File: src/rtl/gda_pkg.sv
package gda_pkg;

    localparam int DAY_W   = 5;
    localparam int MONTH_W = 4;
    localparam int YEAR_W  = 14;
    localparam int DAYS_W  = 16;
    // exact year: up to 16383 plus the years crossed by stepping
    localparam int YACC_W  = 15;
    // year reduced modulo 400, wide enough to hold a start year
    localparam int RED_W   = 14;
    // start year over 400 is at most 40
    localparam int QUO_W   = 6;

    localparam logic [MONTH_W-1:0] MONTH_FEB = 4'd2;
    localparam logic [MONTH_W-1:0] MONTH_DEC = 4'd12;
    localparam logic [MONTH_W-1:0] MONTH_JAN = 4'd1;

    localparam logic [RED_W-1:0] CYCLE_400 = 14'd400;
    localparam logic [RED_W-1:0] CYCLE_END = 14'd399;

    // 1/25 scaled by 1024, floor exact for (year >> 4) up to 1023
    localparam logic [5:0] RECIP_25 = 6'd41;

    typedef enum logic [2:0] {
        ST_INIT,
        ST_IDLE,
        ST_REDUCE,
        ST_CHECK,
        ST_STEP,
        ST_OUT
    } gda_state_t;

    typedef struct packed {
        logic load;
        logic reduce;
        logic check;
        logic step;
    } gda_cmd_t;

    typedef struct packed {
        logic ge400;
        logic invalid;
        logic rem_zero;
        logic finish;
    } gda_sts_t;

    // days in month, zero for a month code outside 1..12
    function automatic logic [DAY_W-1:0] month_len(input logic [MONTH_W-1:0] m,
                                                    input logic leap);
        logic [DAY_W-1:0] len;
        len = '0;
        case (m)
            4'd1, 4'd3, 4'd5, 4'd7, 4'd8, 4'd10, 4'd12: len = 5'd31;
            4'd4, 4'd6, 4'd9, 4'd11:                    len = 5'd30;
            MONTH_FEB:                                   len = leap ? 5'd29 : 5'd28;
            default:                                     len = '0;
        endcase
        return len;
    endfunction

endpackage

File: src/rtl/gregorian_date_add_days_core.sv
// channel  | ports                      | beat contents
// ---------+----------------------------+-------------------------------------------
// input    | s_tvalid s_tready s_tdata  | start_day, start_month, start_year, days
// result   | m_tvalid m_tready m_tdata  | new_day, new_month, new_year
//          | m_tuser                    | bad_date
//
// one beat in flight at a time: accept, reduce year mod 400 by a reciprocal multiply
// (the subtract is skipped below 400), check, then one month per cycle in the stepping loop
// aresetn is synchronous and active low; s_tready is low for one cycle after it
// the result is held in the datapath registers while m_tready is low

module gregorian_date_add_days_core
    import gda_pkg::*;
#(
    parameter int COUNT_BITS = 16
) (
    input  logic        aclk,
    input  logic        aresetn,
    input  logic        s_tvalid,
    output logic        s_tready,
    input  logic [39:0] s_tdata,   // start_day, start_month, start_year, days_to_add, pad
    output logic        m_tvalid,
    input  logic        m_tready,
    output logic [23:0] m_tdata,   // new_day, new_month, new_year, pad
    output logic [0:0]  m_tuser    // bad_date
);

    // only the low bits of the day count take part
    localparam int CW = (COUNT_BITS < DAYS_W) ? COUNT_BITS : DAYS_W;

    gda_cmd_t cmd;
    gda_sts_t sts;

    logic [DAY_W-1:0]   new_day;
    logic [MONTH_W-1:0] new_month;
    logic [YEAR_W-1:0]  new_year;
    logic               bad_date;
    logic [DAYS_W-1:0]  days_to_add;

    assign days_to_add = s_tdata[38:23];

    gda_ctrl u_ctrl (
        .aclk     (aclk),
        .aresetn  (aresetn),
        .s_tvalid (s_tvalid),
        .s_tready (s_tready),
        .m_tvalid (m_tvalid),
        .m_tready (m_tready),
        .cmd      (cmd),
        .sts      (sts)
    );

    gda_dp #(
        .CW (CW)
    ) u_dp (
        .aclk      (aclk),
        .cmd       (cmd),
        .sts       (sts),
        .in_day    (s_tdata[4:0]),
        .in_month  (s_tdata[8:5]),
        .in_year   (s_tdata[22:9]),
        .in_count  (days_to_add[CW-1:0]),
        .out_day   (new_day),
        .out_month (new_month),
        .out_year  (new_year),
        .out_bad   (bad_date)
    );

    // pack the result beat, lowest field first
    assign m_tdata = {1'b0, new_year, new_month, new_day};
    assign m_tuser = bad_date;

endmodule

File: src/rtl/gda_ctrl.sv
module gda_ctrl
    import gda_pkg::*;
(
    input  logic     aclk,
    input  logic     aresetn,
    input  logic     s_tvalid,
    output logic     s_tready,
    output logic     m_tvalid,
    input  logic     m_tready,
    output gda_cmd_t cmd,
    input  gda_sts_t sts
);

    gda_state_t state_reg, state_next;

    always_ff @(posedge aclk) begin
        if (!aresetn) begin
            state_reg <= ST_INIT;
        end else begin
            state_reg <= state_next;
        end
    end

    always_comb begin
        state_next = state_reg;
        cmd        = '0;
        s_tready   = 1'b0;
        m_tvalid   = 1'b0;
        unique case (state_reg)
            ST_INIT: begin
                state_next = ST_IDLE;
            end
            ST_IDLE: begin
                s_tready = 1'b1;
                if (s_tvalid) begin
                    cmd.load   = 1'b1;
                    state_next = ST_REDUCE;
                end
            end
            ST_REDUCE: begin
                if (sts.ge400) begin
                    cmd.reduce = 1'b1;
                end else begin
                    state_next = ST_CHECK;
                end
            end
            ST_CHECK: begin
                cmd.check = 1'b1;
                if (sts.invalid || sts.rem_zero) begin
                    state_next = ST_OUT;
                end else begin
                    state_next = ST_STEP;
                end
            end
            ST_STEP: begin
                cmd.step = 1'b1;
                if (sts.finish) begin
                    state_next = ST_OUT;
                end
            end
            ST_OUT: begin
                m_tvalid = 1'b1;
                if (m_tready) begin
                    state_next = ST_IDLE;
                end
            end
            default: begin
                state_next = ST_INIT;
            end
        endcase
    end

endmodule

File: src/rtl/gda_dp.sv
module gda_dp
    import gda_pkg::*;
#(
    parameter int CW = 16
) (
    input  logic               aclk,
    input  gda_cmd_t           cmd,
    output gda_sts_t           sts,
    input  logic [DAY_W-1:0]   in_day,
    input  logic [MONTH_W-1:0] in_month,
    input  logic [YEAR_W-1:0]  in_year,
    input  logic [CW-1:0]      in_count,
    output logic [DAY_W-1:0]   out_day,
    output logic [MONTH_W-1:0] out_month,
    output logic [YEAR_W-1:0]  out_year,
    output logic               out_bad
);

    localparam int CMPW = (CW > DAY_W) ? CW : DAY_W;

    logic [DAY_W-1:0]   day_reg;
    logic [MONTH_W-1:0] mon_reg;
    logic [YACC_W-1:0]  year_reg;
    logic [CW-1:0]      rem_reg;
    logic [RED_W-1:0]   red_reg;
    logic [QUO_W-1:0]   q_reg;
    logic               bad_reg;

    logic               leap;
    logic [DAY_W-1:0]   len;
    logic [DAY_W-1:0]   room;
    logic [15:0]        q_prod;

    // year / 400 as (year >> 4) / 25 by reciprocal multiply
    assign q_prod = {6'd0, in_year[YEAR_W-1:4]} * {10'd0, RECIP_25};

    // year mod 4 equals red mod 4 because 400 is a multiple of 4
    assign leap = ((red_reg[1:0] == 2'd0) && (red_reg != 14'd0) && (red_reg != 14'd100)
                   && (red_reg != 14'd200) && (red_reg != 14'd300))
                  || (red_reg == 14'd0);
    assign len  = month_len(mon_reg, leap);
    assign room = len - day_reg;

    always_comb begin
        sts.ge400    = (red_reg >= CYCLE_400);
        sts.invalid  = (mon_reg == '0) || (mon_reg > MONTH_DEC) || (year_reg == '0)
                       || (day_reg == '0) || (day_reg > len);
        sts.rem_zero = (rem_reg == '0);
        sts.finish   = (CMPW'(rem_reg) <= CMPW'(room));
    end

    always_ff @(posedge aclk) begin
        if (cmd.load) begin
            day_reg  <= in_day;
            mon_reg  <= in_month;
            year_reg <= YACC_W'(in_year);
            rem_reg  <= in_count;
            red_reg  <= in_year;
            q_reg    <= q_prod[15:10];
        end
        if (cmd.reduce) begin
            red_reg <= red_reg - ({8'd0, q_reg} * CYCLE_400);
        end
        if (cmd.check) begin
            bad_reg <= sts.invalid;
        end
        if (cmd.step) begin
            if (sts.finish) begin
                day_reg <= day_reg + DAY_W'(rem_reg);
                rem_reg <= '0;
            end else begin
                rem_reg <= rem_reg - CW'(room);
                day_reg <= '0;
                if (mon_reg == MONTH_DEC) begin
                    mon_reg  <= MONTH_JAN;
                    year_reg <= year_reg + YACC_W'(1);
                    red_reg  <= (red_reg == CYCLE_END) ? '0 : red_reg + RED_W'(1);
                end else begin
                    mon_reg <= mon_reg + MONTH_W'(1);
                end
            end
        end
    end

    assign out_day   = day_reg;
    assign out_month = mon_reg;
    assign out_year  = year_reg[YEAR_W-1:0];
    assign out_bad   = bad_reg;

endmodule

File: config.mk
export PLATFORM = sky130hd
export DESIGN_NAME = gregorian_date_add_days_core
export DESIGN_NICKNAME = d
export VERILOG_FILES = /design/src/rtl/gda_pkg.sv /design/src/rtl/gregorian_date_add_days_core.sv /design/src/rtl/gda_ctrl.sv /design/src/rtl/gda_dp.sv
export SDC_FILE = /design/constraint.sdc
export NUM_CORES = 1
export LEC_CHECK = 0
export ABC_AREA = 1
export CAP_MARGIN = 10
export CORE_MARGIN = 5
export CORE_UTILIZATION = 48
export DETAILED_ROUTE_END_ITERATION = 16
export DONT_BUFFER_PORTS = 1
export PLACE_DENSITY = 0.65
export RECOVER_POWER = 100
export SLEW_MARGIN = 20
export SYNTH_ARGS = -nofsm -noshare
export SYNTH_HDL_FRONTEND = slang
export SYNTH_SLANG_ARGS = --single-unit
File: constraint.sdc
create_clock -name aclk -period 3.8 [get_ports aclk]
set_clock_uncertainty 0.1 [all_clocks]
set_input_delay 0.19 -clock aclk [delete_from_list [all_inputs] [get_ports aclk]]
set_output_delay 0.19 -clock aclk [all_outputs]
set_load 0.01 [all_outputs]
# Yosys cells after proc, flatten, opt, wreduce, memory -nomap -nowiden
# Index checks and enable logic that the tools add are counted.
# W data, S select, Z words.
[word_totals]
ff_bits = 64
out_inout_bits = 27
wordCells = 104
[classes]
addsub = 7
multipliers = 2
order_cmp = 4
eq_ne = 25
mux = 36
n_reduce_logical = 22
[op_table]
columns = ["op", "count"]
rows = [
  ["$mux W14", 6],
  ["$mux W15", 4],
  ["$mux W16", 3],
  ["$eq A4 B4 Y1 const B", 5],
  ["$pmux W3 S6", 1],
  ["$eq A4 B3 Y1 const B", 4],
  ["$le A16 B5 Y1", 1],
  ["$logic_not A16 Y1", 1],
  ["$mul A10 B6 Y16 const B", 1],
  ["$mux W4", 4],
  ["$sub A16 B5 Y16", 1],
  ["$add A15 B1 Y15 const B", 1],
  ["$logic_not A15 Y1", 1],
  ["$mux W5", 3],
  ["$pmux W5 S3", 1],
  ["$add A14 B1 Y14 const B", 1],
  ["$eq A14 B9 Y1 const B", 1],
  ["$ge A14 B9 Y1 const B", 1],
  ["$logic_not A14 Y1", 1],
  ["$ne A14 B7 Y1 const B", 1],
  ["$ne A14 B8 Y1 const B", 1],
  ["$ne A14 B9 Y1 const B", 1],
  ["$reduce_bool A14 Y1", 1],
  ["$sub A14 B14 Y14", 1],
  ["24 further kinds", 50],
]

# Depth between registers and ports, before layout
[depth]
depth_word = 13
ltp_mapped = 26
ltp_nobuf = 25

# Cells and area by module
# From an unflattened synthesis, not the netlist that was laid out.
[hier_totals]
cells_unflattened = 896
hier_area_um2 = 6423.7
[modules_own_cells]
columns = ["mod", "n_inst", "cells_each", "area_each_um2", "seq_area_each_um2"]
rows = [
  ["gda_dp", 1, 851, 6124.6, 1501.4],
  ["gda_ctrl", 1, 43, 287.8, 60.1],
  ["gregorian_date_add_days_core", 1, 2, 11.3, 0.0],
]

# Worst setup path after synthesis
# Ideal clock, no wire load.
[synth_path]
kind = "reg2reg"
startpoint = "register u_dp.mon_reg[0] (netlist: u_dp.out_month[0])"
endpoint = "register u_dp.rem_reg[11], data pin"
setup_time_ps = 256
t_arrival_ps = 3388
slack_ps = 56
path_stages_with_launch = 22
n_path_buf = 0
synth_period_minus_slack_ps = 3744
cell_sequence = "dfxtp_1 inv_1 ha_1 inv_1 nor3_4 nor3_1 inv_1 nor2_1 ha_1 inv_1 fa_1 nand3_1 nand2_1 xnor2_1 ha_1 nand2_1 nand2_1 nor2_1 nand3_1 nor2_1 and2_1 o21ai_1"
[synth_between]
elab_chain_len = 7
word_cells_on_any_way = 20
cone_classes = "add/sub: 2; order compare: 1; eq/ne: 12; mux: 3; reduce/logical: 2"
[synth_rtl]
columns = ["element", "line_no", "source"]
rows = [
  ["start, declared", "gda_dp.sv:22", "logic [MONTH_W-1:0] mon_reg;"],
  ["start signal, assigned", "gda_dp.sv:55", "mon_reg <= in_month;"],
  ["start signal, assigned", "gda_dp.sv:79", "mon_reg <= mon_reg + MONTH_W'(1);"],
  ["$eq A4 B1 Y1, or another cell as far along", "gda_pkg.sv:52", "case (m)"],
  ["$reduce_or A7 Y1 or $reduce_or A4 Y1 (tied branches)", "gda_pkg.sv:52", ""],
  ["$pmux W5 S3 (*)", "gda_pkg.sv:52", ""],
  ["$sub A5 B5 Y5 (*)", "gda_dp.sv:42", "assign room = len - day_reg;"],
  ["$sub A16 B5 Y16 or $le A16 B5 Y1 (tied branches)", "gda_dp.sv:72, gda_dp.sv:49", ""],
  ["$mux W16 (*)", "gda_dp.sv:68", "if (sts.finish) begin"],
  ["$mux W16 (*)", "gda_dp.sv:67", "if (cmd.step) begin"],
  ["end signal, assigned", "gda_dp.sv:57", "rem_reg <= in_count;"],
  ["end signal, assigned", "gda_dp.sv:72", "rem_reg <= rem_reg - CW'(room);"],
  ["end, declared", "gda_dp.sv:24", "logic [CW-1:0] rem_reg;"],
]
# Mark *: on every way between the ends. The rest lies on a longest branch, timed or not.
# A chain may end at the register's enable or synchronous reset.

# Final worst setup path
[layout_path]
startpoint = "register u_dp.mon_reg[0] (netlist: u_dp.out_month[0])"
endpoint = "register u_dp.rem_reg[7], data pin"
# The elaborated chain is that of the path after synthesis.

==> flow_metrics.env <==
export IMPL_outcome="complete, no violations"
export IMPL_timing_final_crit_share=0.951
export IMPL_p_int_uw=4240
export IMPL_core_area_um2=13100
export IMPL_synth_yosys_seq_area_share=0.244
export IMPL_grt_pass1_vias=5512
export IMPL_cp_end_kind="flip-flop"
export IMPL_dp_slack_ns=-0.0867
export IMPL_syn_inst=902
export IMPL_nets=1101
export IMPL_cts_max_level=3
export IMPL_fin_area_um2=7630
export IMPL_regArea_um2=1570
export IMPL_cp_arrival_ns=3.61
export IMPL_ant_nets=0
export IMPL_synth_area_per_cell_um2=7.08
export IMPL_crit_fanout=4
export IMPL_swShare=0.479
export IMPL_grt_overflow_total=0
export IMPL_rsz0062_at_grt="true"
export IMPL_vias=5881
export IMPL_power_leakage_uw=0.00379
export IMPL_instances_no_fill=1144
export IMPL_yosys_register_bits=64
export IMPL_port_buffers=0
export IMPL_fillers=1227
export IMPL_multi_input_area_um2=4260
export IMPL_final_cell_mix="223 x nand2_1, 122 x inv_1, 81 x ha_1, 79 x nor2_1, 54 x nand3_1"
export IMPL_fp_dieW_um=125
export IMPL_vdd_drop_max_v=0.000674
export IMPL_tritoncts="built"
export IMPL_die_h_um=125
export IMPL_worst_setup_path_type="reg2reg"
export IMPL_pwr_share_comb=0.696
export IMPL_cts_root_buffer="clkbuf_16"
export IMPL_slowest_delay_ns=0.35
export IMPL_min_path_type="in2reg"
export IMPL_final_common_cell="nand2_1"
export IMPL_numCtsBuffers=9
export IMPL_synth_top_cell_area_share=0.166
export IMPL_crit_chain="inv_1, ha_2, inv_2, a21oi_1, nor3_2, buf_4, nand3_4, ha_4, nand2_1, nor2_1, nor2_1, xor2_1, ha_1, buf_4, nand2_2, nor2_1, nor2_1, nand3_2, buf_4, xor2_1, o21ai_1"
export IMPL_drt_wl_total_mm=15.6
export IMPL_clock_sinks=64
export IMPL_crit_top_cell="nor2_1"
export IMPL_syn_area_um2=6390
export IMPL_ys_types=42
export IMPL_max_cap_violations=0
export IMPL_dp_hpwl_mm=11.8
export IMPL_final_max_slew_viol_count=0
export IMPL_grt_busiest_layer="met2"
export IMPL_antenna_found_initial=0
export IMPL_ys_warnings_count=0
export IMPL_synthTopCellsByArea="ha_1 17%, nand2_1 13%, edfxtp_1 13%, dfxtp_1 11%, inv_1 7.3%"
export IMPL_drt_initial_drc_count=378
export IMPL_track_usage=0.200
export IMPL_worst_path_buf_inv=5
export IMPL_ioPinCount=71
export IMPL_path_clk_slew_ns=0.06
export IMPL_synth_edf_count=28
export IMPL_grt_max_degree=36
export IMPL_critPathTopFamily="simple AND/OR/NAND/NOR gates"
export IMPL_dr_pass1_iters=5
export IMPL_largest_reg_flops=16
export IMPL_grt_pass1_wl_mm=26.3
export IMPL_post_drt_wl_per_cell_um=13.7
export IMPL_cp_data_required_time_ns=3.80
export IMPL_p_sw_uw=3900
export IMPL_clk_path_buf_depth=2
export IMPL_finalSetupViolCount=0
export IMPL_place_area_um2=6730
export IMPL_place_gp_congestion=0.848
export IMPL_fp_row_count=42
export IMPL_async_flop_share=0
export IMPL_worst_pin_slew_ns=0.903
export IMPL_grt_met3_usage=0.0422
export IMPL_synth_nets=1040
export IMPL_met1_usage=0.270
export IMPL_p_seq_frac=0.184
export IMPL_synth_ff_type="dfxtp_1"
export IMPL_slew_headroom=0.397
export IMPL_crit_path_start_kind="flip-flop"
export IMPL_layout_setup_ws_ns=0.187
export IMPL_diodes=0
export IMPL_crit_slowest_cell="ha_1"
export IMPL_clock_insertion_delay_worst_skew_ns=0.34
export IMPL_pwr_density_cell_nw_per_um2=1070
export IMPL_drcViolationCount=0
export IMPL_area_growth_pct=19.4
export IMPL_holdWs_ns=0.0414
export IMPL_gr_usage_met2=0.328
export IMPL_fmax_mhz=277
export IMPL_dp_cells=1086
export IMPL_vias_per_cell=5.14
export IMPL_start_util=0.486
export IMPL_hold_viol=0
export IMPL_layout_drive_gt1_share=0.110
export IMPL_clkPwrFrac=0.120
export IMPL_period_minus_slack_ns=3.61
export IMPL_synth_top_area_cell="ha_1"
export IMPL_dieArea_um2=15700
-- Yosys cell counts, types with 3 or more instances --
library cell,count
a21o_1,4
a21oi_1,32
a31oi_1,18
buf_2,5
buf_4,19
clkbuf_1,4
dfxtp_1,36
edfxtp_1,28
fa_1,9
ha_1,85
inv_1,124
inv_2,7
nand2_1,227
nand3_1,56
nand3_2,3
nand4_1,15
nor2_1,83
nor2_2,8
nor3_1,11
nor4_1,4
o211ai_1,5
o21a_1,3
o21ai_0,41
o21ai_1,6
o31ai_1,4
xnor2_1,13
xor2_1,33
-- area by class of cell --
| class | count | share of cell area |
|---|---|---|
| clock inverters | 2 | 0.00787 |
| inverters | 131 | 0.0648 |
| flip-flops and latches | 64 | 0.205 |
| repair buffers | 80 | 0.0982 |
| clock buffers | 14 | 0.0374 |
| well taps | 176 | 0.0289 |
| multi-input cells | 677 | 0.558 |
-- path summary, 6_finish.rpt --
check	startpoint	to	slack [ns]	cells after the start
setup / recovery	u_dp.out_month[0]$_DFF_P_	u_dp.rem_reg[7]$_DFFE_PP_	0.19	21
hold / removal	s_tdata[20]	u_dp.year_reg[11]$_DFF_P_	0.04	2
setup reg to reg	u_dp.out_month[0]$_DFF_P_	u_dp.rem_reg[7]$_DFFE_PP_	0.19	21
hold reg to reg	u_dp.year_reg[14]$_DFF_P_	u_dp.year_reg[14]$_DFF_P_	0.41	2
-- repair_timing --
action,CTS,global route
endpoints found under the setup margin,17,57
resized for setup,4,32
pin swaps,0,10
hold buffers,36,0
hold endpoints to repair,41,0
cloned,0,1
buffers inserted,0,5
-- cell families after synthesis --
| group | count (synthesis) | share of synthesized area |
|---|---|---|
| flops | 64 | 0.244 |
| compound gates | 120 | 0.108 |
| xor+xnor | 46 | 0.0631 |
| other cells | 1 | 0.000587 |
| simple gates | 416 | 0.281 |
| fa+ha+maj | 94 | 0.195 |
| buf+inv | 161 | 0.109 |
-- worst reg2reg max path, stage by stage (launching register included) --
cell     delay (ns)
dfxtp_2        0.33
inv_1          0.07
ha_2           0.20
inv_2          0.09
a21oi_1        0.09
nor3_2         0.19
buf_4          0.16
nand3_4        0.11
ha_4           0.31
nand2_1        0.07
nor2_1         0.09
nor2_1         0.05
xor2_1         0.14
ha_1           0.35
buf_4          0.17
nand2_2        0.07
nor2_1         0.05
nor2_1         0.16
nand3_2        0.18
buf_4          0.19
xor2_1         0.12
o21ai_1        0.07
-- power by group through the flow --
| stage | Clock [uW] | Combinational, uW | Sequential, uW |
|---|---|---|---|
| after floorplan | 0 | 3910 | 1400 |
| after global placement | 0 | 5090 | 1500 |
| after detailed placement | 0 | 5130 | 1510 |
| after CTS | 983 | 5210 | 1490 |
| after global routing | 1020 | 6440 | 1560 |
| final | 972 | 5670 | 1500 |
-- stage by stage --
stage	setup TNS, ns	power (uW)	utilization
after detailed placement	-0.319	6640	0.512
after CTS	0	7690	0.567
final	0	8140	0.581
after global placement	-0.0338	6590	0.512
after global routing	-0.498	9010	0.581
after floorplan	0	5300	-
-- routing by layer --
layer  wire length [um]  vias up  part of all wire
met1               7340     2657              0.47
met5                  0        -                 0
met2               7300      140              0.47
met3                851       16             0.054
li1                   -     3068                 -
met4                158        0             0.010
Power figures use the tool's default switching activity.
